**config.mk**
```make
export PLATFORM = sky130hd
export DESIGN_NAME = pl1dm_cell
export DESIGN_NICKNAME = d
export VERILOG_FILES = /design/src/design/pairwise_l1_distance_matrix_top_macros.svh /design/src/design/pl1dm_pkg.sv /design/src/design/pl1dm_cell.sv
export SDC_FILE = /design/constraint.sdc
export NUM_CORES = 1
export LEC_CHECK = 0
export CAP_MARGIN = 20
export CORE_UTILIZATION = 55
export CTS_CLUSTER_DIAMETER = 60
export DETAILED_ROUTE_END_ITERATION = 12
export DONT_BUFFER_PORTS = 1
export GPL_TIMING_DRIVEN = 0
export PLACE_DENSITY = 0.7
export SLEW_MARGIN = 20
export SYNTH_ARGS = -nofsm -noshare
export SYNTH_HDL_FRONTEND = slang
export SYNTH_SLANG_ARGS = --single-unit
```
**constraint.sdc**
```tcl
create_clock -name clk -period 8.93 [get_ports clk]
set_clock_uncertainty 0.1 [all_clocks]
set_input_delay 0.893 -clock clk [delete_from_list [all_inputs] [get_ports clk]]
set_output_delay 0.893 -clock clk [all_outputs]
set_load 0.01 [all_outputs]
```
**src/design/pairwise_l1_distance_matrix_top_macros.svh**
```systemverilog
// assertion macros for the pairwise l1 distance matrix block
// used by pairwise_l1_distance_matrix_top; expects clk and arst_n in scope
`ifndef PAIRWISE_L1_DISTANCE_MATRIX_TOP_MACROS_SVH
`define PAIRWISE_L1_DISTANCE_MATRIX_TOP_MACROS_SVH

`ifndef SYNTHESIS

// antecedent implies consequent in the same cycle
`define PL1DM_ASSERT_IMP(lbl, ante, cons) \
	lbl: assert property (@(posedge clk) disable iff (!arst_n) (ante) |-> (cons)) \
		else $error("pl1dm assertion failed");

// antecedent implies consequent in the next cycle
`define PL1DM_ASSERT_NEXT(lbl, ante, cons) \
	lbl: assert property (@(posedge clk) disable iff (!arst_n) (ante) |=> (cons)) \
		else $error("pl1dm assertion failed");

`else

`define PL1DM_ASSERT_IMP(lbl, ante, cons)
`define PL1DM_ASSERT_NEXT(lbl, ante, cons)

`endif

`endif

```
**src/design/pl1dm_pkg.sv**
```systemverilog
// shared types and constants for the pairwise l1 distance matrix block
// no dependencies
`timescale 1ns / 1ps
`default_nettype none

package pl1dm_pkg;

	localparam int ELEM_W = 8;
	localparam int REG_W  = 7;
	localparam int IDX_W  = 6;
	localparam int DIST_W = 14;
	localparam int CFG_W  = 2;

	localparam logic [DIST_W-1:0] SUM_LIMIT = '1;

	typedef enum logic [CFG_W-1:0] {
		REG_VECTOR_LENGTH = 2'd0,
		REG_CENTER_COUNT  = 2'd1
	} cfg_reg_t;

	// per-cycle control broadcast to every cell
	typedef struct packed {
		logic acc;    // input transfer this cycle
		logic upd;    // stage 1 holds an element to accumulate
		logic first;  // stage 1 element is the first of its vector
		logic shift;  // move sums one cell toward the head
	} cell_ctl_t;

endpackage

`default_nettype wire

```
**src/design/pl1dm_cell.sv**
```systemverilog
// one cell of the distance chain: stores one center and its running l1 sum
// depends on pl1dm_pkg
`timescale 1ns / 1ps
`default_nettype none

module pl1dm_cell #(
	parameter int MAX_CENTERS = 64,
	parameter int MAX_DIM     = 64,
	parameter int IDX         = 0,
	localparam int EW = (MAX_DIM > 1) ? $clog2(MAX_DIM) : 1,
	localparam int CW = $clog2(MAX_CENTERS)
) (
	input  wire                           clk,
	input  wire  pl1dm_pkg::cell_ctl_t    ctl,
	input  wire  [CW-1:0]                 center,
	input  wire  [EW-1:0]                 elem,
	input  wire  [pl1dm_pkg::ELEM_W-1:0]  wdata,
	input  wire  [CW-1:0]                 center_s1,
	input  wire  [pl1dm_pkg::ELEM_W-1:0]  value_s1,
	input  wire  [pl1dm_pkg::DIST_W-1:0]  sum_in,
	output logic [pl1dm_pkg::DIST_W-1:0]  sum_out
);
	import pl1dm_pkg::*;

	logic [ELEM_W-1:0] mem [MAX_DIM];
	logic [ELEM_W-1:0] rd_s1;
	logic [DIST_W-1:0] sum_q;
	logic [ELEM_W-1:0] diff;
	logic [DIST_W-1:0] base;
	logic [DIST_W:0]   total;
	logic              active;

	always_ff @(posedge clk) begin
		if (ctl.acc && center == CW'(IDX)) begin
			mem[elem] <= wdata;
		end
		if (ctl.acc) begin
			rd_s1 <= mem[elem];
		end
	end

	always_comb begin
		active = center_s1 > CW'(IDX);
		diff   = (value_s1 > rd_s1) ? (value_s1 - rd_s1) : (rd_s1 - value_s1);
		base   = ctl.first ? '0 : sum_q;
		total  = {1'b0, base} + (DIST_W+1)'(diff);
	end

	always_ff @(posedge clk) begin
		if (ctl.shift) begin
			sum_q <= sum_in;
		end else if (ctl.upd && active) begin
			// saturate at the top of the sum range
			sum_q <= total[DIST_W] ? SUM_LIMIT : total[DIST_W-1:0];
		end
	end

	assign sum_out = sum_q;

endmodule

`default_nettype wire

```
### Yosys cells after proc, flatten, opt, wreduce, memory -nomap -nowiden

Memory sizes are Yosys's and may differ from the RTL's. A register that Yosys moved wholly into a read port is not among the register bits.
Index checks and enable logic that the tools add are counted.

| word-level totals | value |
|---|---|
| register bits | 14 |
| bits in writable memories | 512 |
| input port bits | 53 |
| output and inout port bits | 14 |
| word-level logic and storage cells | 18 |
| memories kept | 1 |

| operators by class | value |
|---|---|
| $add $sub $neg | 3 |
| order comparisons | 2 |
| multiplexer cells | 7 |
| reduce and logical (&&, ||, !) cells | 4 |

Memory list:

| memory | depth | bits a word | rd ports | clocked after Yosys merged registers in | write ports | line | text |
|---|---|---|---|---|---|---|---|
| mem | 64 | 8 | 1 | 1 | 1 | pl1dm_cell.sv:25 | `logic [ELEM_W-1:0] mem [MAX_DIM];` |

Operator list:

| cell | count |
|---|---|
| 2-to-1 mux 14 bit | 4 |
| subtractor 8 bit | 2 |
| adder 14 x 8 -> 15 bit | 1 |
| > comparator 8 bit | 1 |
| 2-to-1 mux 8 bit | 1 |
| > comparator 6 x 1 -> 1 bit (second input constant) | 1 |
| logical NOT 6 bit | 1 |
| logical AND 1 bit | 2 |
| 2-to-1 mux 1 bit | 2 |
| nonzero test 2 bit | 1 |

### Depth between registers and ports, before layout

Gate-level depths: netlist of run 1.

| depth | value |
|---|---|
| depth in word-level cells | 6 |
| mapped depth | 19 |
| gate-level depth less buffers | 17 |

### Worst setup path before layout of run 1

OpenSTA, ideal clock, no wires.

| timing | value |
|---|---|
| path type | input-to-reg |
| start point | input value_s1[0] in the netlist's numbering |
| end point | register sum_q[0], in the netlist sum_out[0], data pin |
| setup time | 259 ps |
| arrival | 4116 ps |
| required time | 8571 ps |
| path slack | 4456 ps |
| cell stages on the path | 18 |
| path buffers | 2 |
| path through | inv_1 ha_1 inv_1 fa_1 nand3_1 a21oi_1 o32ai_2 buf_2 mux2i_1 xnor2_1 ha_1 nor2b_1 o31a_1 o21ai_0 a31oi_1 a21oi_1 buf_2 a21oi_1 |

| on the way | value |
|---|---|
| cells in the longest elaborated chain, start to end | 6 |
| elaborated cells on any way between the ends | 8 |
| classes of those cells | add/sub (3); order compare (1); mux (4) |

Ends and longest elaborated chain:

| item | line | text |
|---|---|---|
| start, declared | pl1dm_cell.sv:19 | `input wire [pl1dm_pkg::ELEM_W-1:0] value_s1,` |
| subtractor 8 bit or > comparator 8 bit (tied branches) | pl1dm_cell.sv:44 | `diff = (value_s1 > rd_s1) ? (value_s1 - rd_s1) : (rd_s1 - value_s1);` |
| 2-to-1 mux 8 bit * | pl1dm_cell.sv:44 |  |
| adder 14 x 8 -> 15 bit * | pl1dm_cell.sv:46 | `total = {1'b0, base} + (DIST_W+1)'(diff);` |
| 2-to-1 mux 14 bit * | pl1dm_cell.sv:54 | `sum_q <= total[DIST_W] ? SUM_LIMIT : total[DIST_W-1:0];` |
| 2-to-1 mux 14 bit * | pl1dm_cell.sv:52 | `end else if (ctl.upd && active) begin` |
| 2-to-1 mux 14 bit * | pl1dm_cell.sv:50 | `if (ctl.shift) begin` |
| end signal, assigned | pl1dm_cell.sv:51 | `sum_q <= sum_in;` |
| end signal, assigned | pl1dm_cell.sv:54 |  |
| end, declared | pl1dm_cell.sv:27 | `logic [DIST_W-1:0] sum_q;` |

Mark *: on every way between the ends. The rest lies on a longest branch, timed or not. The select of a mux whose other input is x is not followed.
A chain may end at the register's enable or synchronous reset.

### Final worst setup path of run 1

| timing | value |
|---|---|
| start point | register rd_s1[3], read port of mem |
| end point | register sum_q[0], in the netlist sum_out[0], data pin |

| on the way | value |
|---|---|
| cells in the longest elaborated chain, start to end | 6 |
| elaborated cells on any way between the ends | 8 |
| classes of those cells | add/sub (3); order compare (1); mux (4) |

Ends and longest elaborated chain:

| item | line | text |
|---|---|---|
| start, declared | pl1dm_cell.sv:26 | `logic [ELEM_W-1:0] rd_s1;` |
| subtractor 8 bit or > comparator 8 bit (tied branches) | pl1dm_cell.sv:44 |  |
| 2-to-1 mux 8 bit * | pl1dm_cell.sv:44 |  |
| adder 14 x 8 -> 15 bit * | pl1dm_cell.sv:46 |  |
| 2-to-1 mux 14 bit * | pl1dm_cell.sv:54 |  |
| 2-to-1 mux 14 bit * | pl1dm_cell.sv:52 |  |
| 2-to-1 mux 14 bit * | pl1dm_cell.sv:50 |  |

Marks and branches as above.

==> results by group, run 1 <==
Outcome
  • Status: complete, no violations

Logic synthesis
  • Post-synth top cells: edfxtp_1, nor2_1, mux4_2
  • Top cells by area, synth: edfxtp_1, mux4_2, mux2i_1
  • Asr flop ratio synth: 0%
  • Synth Flop Type: edfxtp_1
  • Synthesis warning total: 0
  • Post-Syn Area: 22300 µm²
  • Area fraction of the dominant cell type after synthesis: 72.0%
  • Leading area contributor after synthesis: edfxtp_1
  • Distinct cells, synth: 64
  • Synth Register Bits: 534
  • Mapped Avg Cell Area: 16.9 µm²
  • Most frequent cell after synthesis: edfxtp_1
  • Synth Net Count: 1395
  • Cells after Synth: 1316
  • Number of synthesized flops with an enable pin: 534
  • Sequential share of the synthesized area: 72.0%

Timing
  • Max Freq: 0.221 GHz
  • Final worst slack: 4.40 ns
  • Final Setup Violations: 0
  • Slew of the pin with the lowest slew margin: 1.12 ns
  • RSZ-0062 raised after global routing: no
  • Worst slew margin: 25.5%
  • Max Slew Vio Count: 0
  • Tcrit/Tclk final: 50.7%
  • Final min period: 4.53 ns
  • Setup TNS Final: 0 ns
  • Final hold vios: 0

Power
  • P per Cell Area: 222 nW/µm²
  • Static leakage: 8.03 nW
  • Power Total: 5.45 mW
  • Peak VDD IR: 0.229 mV

Cells and area
  • # nets final: 1449
  • Area growth syn-to-layout: 10.5%
  • Area of the multi-input gates: 5620 µm²
  • Filler Cells Inserted: 2896
  • Share of cells above drive strength 1: 16.7%
  • Register area: 16000 µm²
  • Final core utilization: 61.8%
  • Non-Filler Instances: 1936

Routing
  • Vias per inst: 6.71
  • 1st-pass router iterations: 5
  • Vias post-DR: 12993
  • Avg WL per Cell: 32.0 µm
  • Iter 0 DRT Violations: 1890
  • Routed Antenna Nets: 0
  • DRC: 0
  • Drt total wl: 61900 µm

Clock tree
  • Max clock buf depth: 3
  • Post-CTS Setup Inserts: 0
  • Hold_buf cts: 0
  • H-tree depth: 2
  • TritonCTS clock tree: built
  • Clock-pin slew on the worst setup and hold paths: 0.07 ns
  • CTS Buf Count: 52
  • Later-pin clock latency in the skew report: 0.61 ns
  • Clk root buf: clkbuf_16
  • CTS resizes: 0
  • CTS sink count: 534

Setup path
  • Startpoint types: register
  • Worst path slowest cell: edfxtp_1
  • Cell mode on critical path: a21oi_1
  • Type of destination of the critical path: register
  • Crit-path max cell delay: 0.42 ns
  • Crit path max fanout: 10
  • Crit path cell chain: ha_1, clkbuf_1, a21oi_1, a21oi_1, o32ai_2, buf_2, mux2i_1, xnor2_1, ha_1, nor2b_1, o31a_1, o21ai_0, a31oi_1, a21oi_1, buf_2, a21oi_1
  • R2r setup slk: 4.40 ns
  • Critical path type: reg -> reg
  • Worst Path Required: 9.16 ns
  • CP arrival: 4.76 ns

Min path
  • Worst hold path class: in -> reg

Place
  • IO buf count: 0
  • Dpl ws: 3.90 ns
  • GP Congestion: 0.993
  • Hpwl dp: 39000 µm
  • Placed Cells: 1841

Global route
  • Initial antenna violation count: 0
  • All-Layer GR Usage: 30.5%
  • GRT overflow: 0
  • Global-route wire length before repair: 88300 µm
  • Vias in the first global route: 12744
  • Largest net degree at the start of global routing: 65

Floorplan
  • FP Rows: 73
  • Starting Density: 55.9%
  • I/O Pins: 67
  • Core area: 39800 µm²
  • Die area: 41300 µm²
  • Chip height: 203 µm
  • Chip Width: 203 µm

Flow run
  • # Max-Cap Violations: 0
[per-stage QoR]
step,hold slack [ns],cell area (µm²)
after floorplan,0.569,22300
after global placement,0.663,22900
after detailed placement,0.699,22900
after CTS,0.265,24600
after global routing,0.270,24600
final,0.281,24600
[cells in the final DEF (no fill, tap or decap), types with 29 or more instances in the layout]
cell | Yosys | routed
a22oi_1 | 40 | 40
a21oi_1 | 56 | 56
o21ai_0 | 29 | 29
edfxtp_1 | 534 | 534
nor2_1 | 118 | 118
a221oi_1 | 29 | 29
mux2i_1 | 56 | 56
mux4_2 | 58 | 58
clkbuf_16 | 0 | 54
mux2_2 | 39 | 39
nand2_1 | 38 | 38
clkbuf_1 | 26 | 34
[registers in the layout (all words and copies together), names as in the netlist]
register  cells
mem         512
sum_out      14
rd_s1         8
[worst paths after layout]
check | startpoint | to | cells past startpoint
max | rd_s1[3] | sum_out[0] | 16
min | wdata[2] | mem[18][2] | 0
max reg2reg | rd_s1[3] | sum_out[0] | 16
min reg2reg | mem[0][7] | rd_s1[7] | 4
[cells by family (layout without fill, tap and decap cells)]
group | Yosys count | in the layout | share of synthesized area [%]
buffers and inverters | 108 | 202 | 2.70
and+or+nand+nor | 231 | 231 | 4.78
AOI/OAI and AO/OA | 250 | 250 | 7.96
other | 0 | 1 | 0
muxes | 154 | 154 | 10.4
DFF | 534 | 534 | 72.0
adders and majority gates | 26 | 26 | 1.56
xor gates and xnor gates | 13 | 13 | 0.512
[power by group]
group          switching [mW]  internal [mW]  total (mW)
Clock                   0.930           1.25        2.18
Combinational           0.285          0.184       0.469
Sequential             0.0239           2.78        2.81
[worst max-delay path, delay by kind of cell (launching register included)]
family                     cells  cell delay [ns]
buffers and inverters          3             0.75
and+or+nand+nor                1             0.16
AOI/OAI and AO/OA              8             1.83
xor gates and xnor gates       1             0.18
muxes                          1             0.23
DFF                            1             0.42
adders and majority gates      2             0.60
[final cells by class]
| cell class | instances | share of cell area [%] |
|---|---|---|
| sequential | 534 | 65.2 |
| multi-input combinational | 674 | 22.9 |
| clock buffer | 62 | 5.62 |
| tap | 525 | 2.67 |
| buffer | 81 | 2.04 |
| clock inverter | 32 | 1.20 |
| inverter | 27 | 0.412 |
| antenna | 1 | 0.0102 |
[per-layer routing]
layer / wire length (µm) / vias up / global-route usage, %
li1: - / 5371 / -
met1: 23100 / 6526 / 40.9
met2: 28700 / 910 / 47.0
met3: 7050 / 184 / 7.48
met4: 3080 / 2 / 15.3
met5: 19 / - / 0
(Power assumes the default switching activity.)
==> run 2, diff against run 1 <==
--- a/config.mk
+++ b/config.mk
@@ -5,13 +5,14 @@
 export SDC_FILE = /design/constraint.sdc
 export NUM_CORES = 1
 export LEC_CHECK = 0
+export ABC_AREA = 1
 export CAP_MARGIN = 20
 export CORE_UTILIZATION = 55
 export CTS_CLUSTER_DIAMETER = 60
 export DETAILED_ROUTE_END_ITERATION = 12
 export DONT_BUFFER_PORTS = 1
 export GPL_TIMING_DRIVEN = 0
-export PLACE_DENSITY = 0.7
+export PLACE_DENSITY = 0.73
 export SLEW_MARGIN = 20
 export SYNTH_ARGS = -nofsm -noshare
 export SYNTH_HDL_FRONTEND = slang
==> constraint.sdc (replaced) <==
create_clock -name clk -period 3.6 [get_ports clk]
set_clock_uncertainty 0.1 [all_clocks]
set_input_delay 0.36 -clock clk [delete_from_list [all_inputs] [get_ports clk]]
set_output_delay 0.36 -clock clk [all_outputs]
set_load 0.01 [all_outputs]
==> results by group, run 2 <==
Place
  • IO buf count: 0
  • GP Congestion: 1.02
  • Dpl ws: -0.170 ns
  • DP Area: 25000 µm²
  • Placed Cells: 3059
  • Hpwl dp: 56000 µm

Logic synthesis
  • Cells after Synth: 2474
  • Post-synth top cells: nand2_1, edfxtp_1, nor2_1
  • Synth Register Bits: 534
  • Leading area contributor after synthesis: edfxtp_1
  • Sequential share of the synthesized area: 66.1%
  • Asr flop ratio synth: 0%
  • Most frequent cell after synthesis: nand2_1
  • Synth Net Count: 2553
  • Area fraction of the dominant cell type after synthesis: 66.1%
  • Number of synthesized flops with an enable pin: 534
  • Mapped Avg Cell Area: 9.80 µm²
  • Synthesis warning total: 0
  • Distinct cells, synth: 31
  • Post-Syn Area: 24200 µm²
  • Top cells by area, synth: edfxtp_1, nand2_1, nand4_1
  • Synth Flop Type: edfxtp_1

Clock tree
  • Clock-pin slew on the worst setup and hold paths: 0.06 ns
  • H-tree depth: 2
  • TritonCTS clock tree: built
  • Clk root buf: clkbuf_16
  • CTS Buf Count: 56
  • Post-CTS Setup Inserts: 0
  • Later-pin clock latency in the skew report: 0.64 ns
  • Max clock buf depth: 3
  • CTS sink count: 534

Floorplan
  • Chip Width: 212 µm
  • I/O Pins: 67
  • Die area: 44900 µm²
  • Starting Density: 56.0%
  • Chip height: 212 µm
  • FP Rows: 76
  • Core area: 43300 µm²

Timing
  • Worst slew margin: 16.3%
  • RSZ-0062 raised after global routing: no
  • Final hold vios: 0
  • Final worst slack: 0.243 ns
  • Final Setup Violations: 0
  • Setup TNS Final: 0 ns
  • Max Freq: 0.298 GHz
  • Tcrit/Tclk final: 93.2%
  • Final min period: 3.36 ns
  • Max Slew Vio Count: 0
  • Slew of the pin with the lowest slew margin: 1.25 ns

Cells and area
  • Share of cells above drive strength 1: 6.97%
  • Area growth syn-to-layout: 12.6%
  • Biggest register: mem
  • Most frequent cells in the layout: nand2_1, edfxtp_1, nor2_1
  • Design Area, Final: 27300 µm²
  • Non-Filler Instances: 3184
  • Commonest non-fill, non-tap cell in the layout: nand2_1
  • # nets final: 2632
  • Number of flip-flops in the largest register: 512

Setup path
  • CP arrival: 3.59 ns
  • Worst Path Required: 3.84 ns
  • Startpoint types: register
  • Critical path type: reg -> reg
  • Type of destination of the critical path: register
  • Crit path max fanout: 7

Global route
  • Vias in the first global route: 17533
  • GRT overflow: 0
  • Initial antenna violation count: 6
  • Global-route wire length before repair: 118000 µm
  • Largest net degree at the start of global routing: 65
  • All-Layer GR Usage: 37.9%

Outcome
  • Status: complete, no violations

Power
  • Power Total: 14.5 mW
  • Static leakage: 11.4 nW
  • P per Cell Area: 532 nW/µm²
  • Peak VDD IR: 0.440 mV

Routing
  • Iter 0 DRT Violations: 2572
  • 1st-pass router iterations: 7
  • DRC: 0
  • Vias per inst: 5.95
  • Routed Antenna Nets: 0
  • Avg WL per Cell: 26.4 µm
  • Vias post-DR: 18956
  • Drt total wl: 84200 µm

Min path
  • Worst hold path class: in -> reg

Flow run
  • # Max-Cap Violations: 0
-- run 2: changes by cell type in the layout (fill, tap and decap cells not counted), moves of 29 or more --
cell	previous run	this run
mux2_2	39	0
a22oi_1	40	0
nand4_1	4	141
nand2_1	38	1307
inv_1	27	83
mux2i_1	56	0
a21oi_1	56	11
mux4_2	58	0
nor2_1	118	163
a221oi_1	29	0
-- run 2: worst paths after layout --
kind	startpoint	end	slack [ns]	cells after the start
worst min-delay path	wdata[1]	mem[45][1]	0.008	1
worst max-delay path	rd_s1[5]	sum_out[5]	0.24	19
worst max register to register	rd_s1[5]	sum_out[5]	0.24	19
worst min register to register	mem[11][5]	rd_s1[5]	0.75	8
-- run 2: cells by family after synthesis --
logic type | synth area share, %
buffers and inverters | 3.67
and+or+nand+nor | 27.7
xor gates and xnor gates | 0.397
DFF | 66.1
AOI/OAI and AO/OA | 0.686
adders and majority gates | 1.43
-- run 2: routing by layer --
| metal | global-route usage (%) | vias up | share of wire, % |
|---|---|---|---|
| li1 | - | 8364 | - |
| met1 | 51.2 | 8887 | 37 |
| met2 | 56.0 | 1437 | 43 |
| met3 | 11.6 | 262 | 15 |
| met4 | 18.3 | 6 | 5.0 |
| met5 | 0 | - | 0.043 |
-- run 2: timing repair --
| action | 4_1_cts | 5_1_grt |
|---|---|---|
| gates cloned | 0 | 0 |
| endpoints found under the setup margin | 10 | 13 |
| endpoints found under the hold margin | 534 | 0 |
| hold buffers | 24 | 0 |
| gates resized for setup | 4 | 17 |
| pin swaps | 0 | 1 |
-- run 2: worst max-delay path, cell delays in order (launching register included) --
cell and delay, ns:
edfxtp_1 0.40, ha_2 0.41, nand2_1 0.11, nor2_2 0.17, nand4_1 0.19, a21boi_4 0.21
nand2_1 0.08, nand2_1 0.05, inv_1 0.08, ha_2 0.31, nand2_1 0.08, nand2_1 0.07
inv_1 0.09, nand2_1 0.06, nand2_1 0.09, nand3_1 0.15, nand2_4 0.15, nand2_4 0.10
nor2_1 0.12, nor2_1 0.06
-- run 2: final cells by class --
type / count / area [µm²]
buffer: 124 / 557
clock inverter: 34 / 395
sequential: 534 / 16000
fill: 3433 / 16000
timing repair buffer: 24 / 380
antenna: 2 / 5.00
clock buffer: 68 / 1470
tap: 585 / 732
inverter: 86 / 323
multi-input combinational: 1727 / 7400
-- run 2: where the power goes --
group	leakage [nW]	internal [mW]	switching (mW)
logic	5.64	0.447	1.18
clock network	0.905	3.42	2.51
registers	4.82	6.90	0.0564
total	11.4	10.8	3.75
-- run 2: stage by stage --
step / hold WS [ns] / util (%)
2_1_floorplan: 0.359 / -
3_3_place_gp: 0.362 / 57.7
3_5_place_dp: 0.363 / 57.7
4_1_cts: 0.0151 / 62.9
5_1_grt: 0.0157 / 63.1
6_report: 0.00843 / 63.1
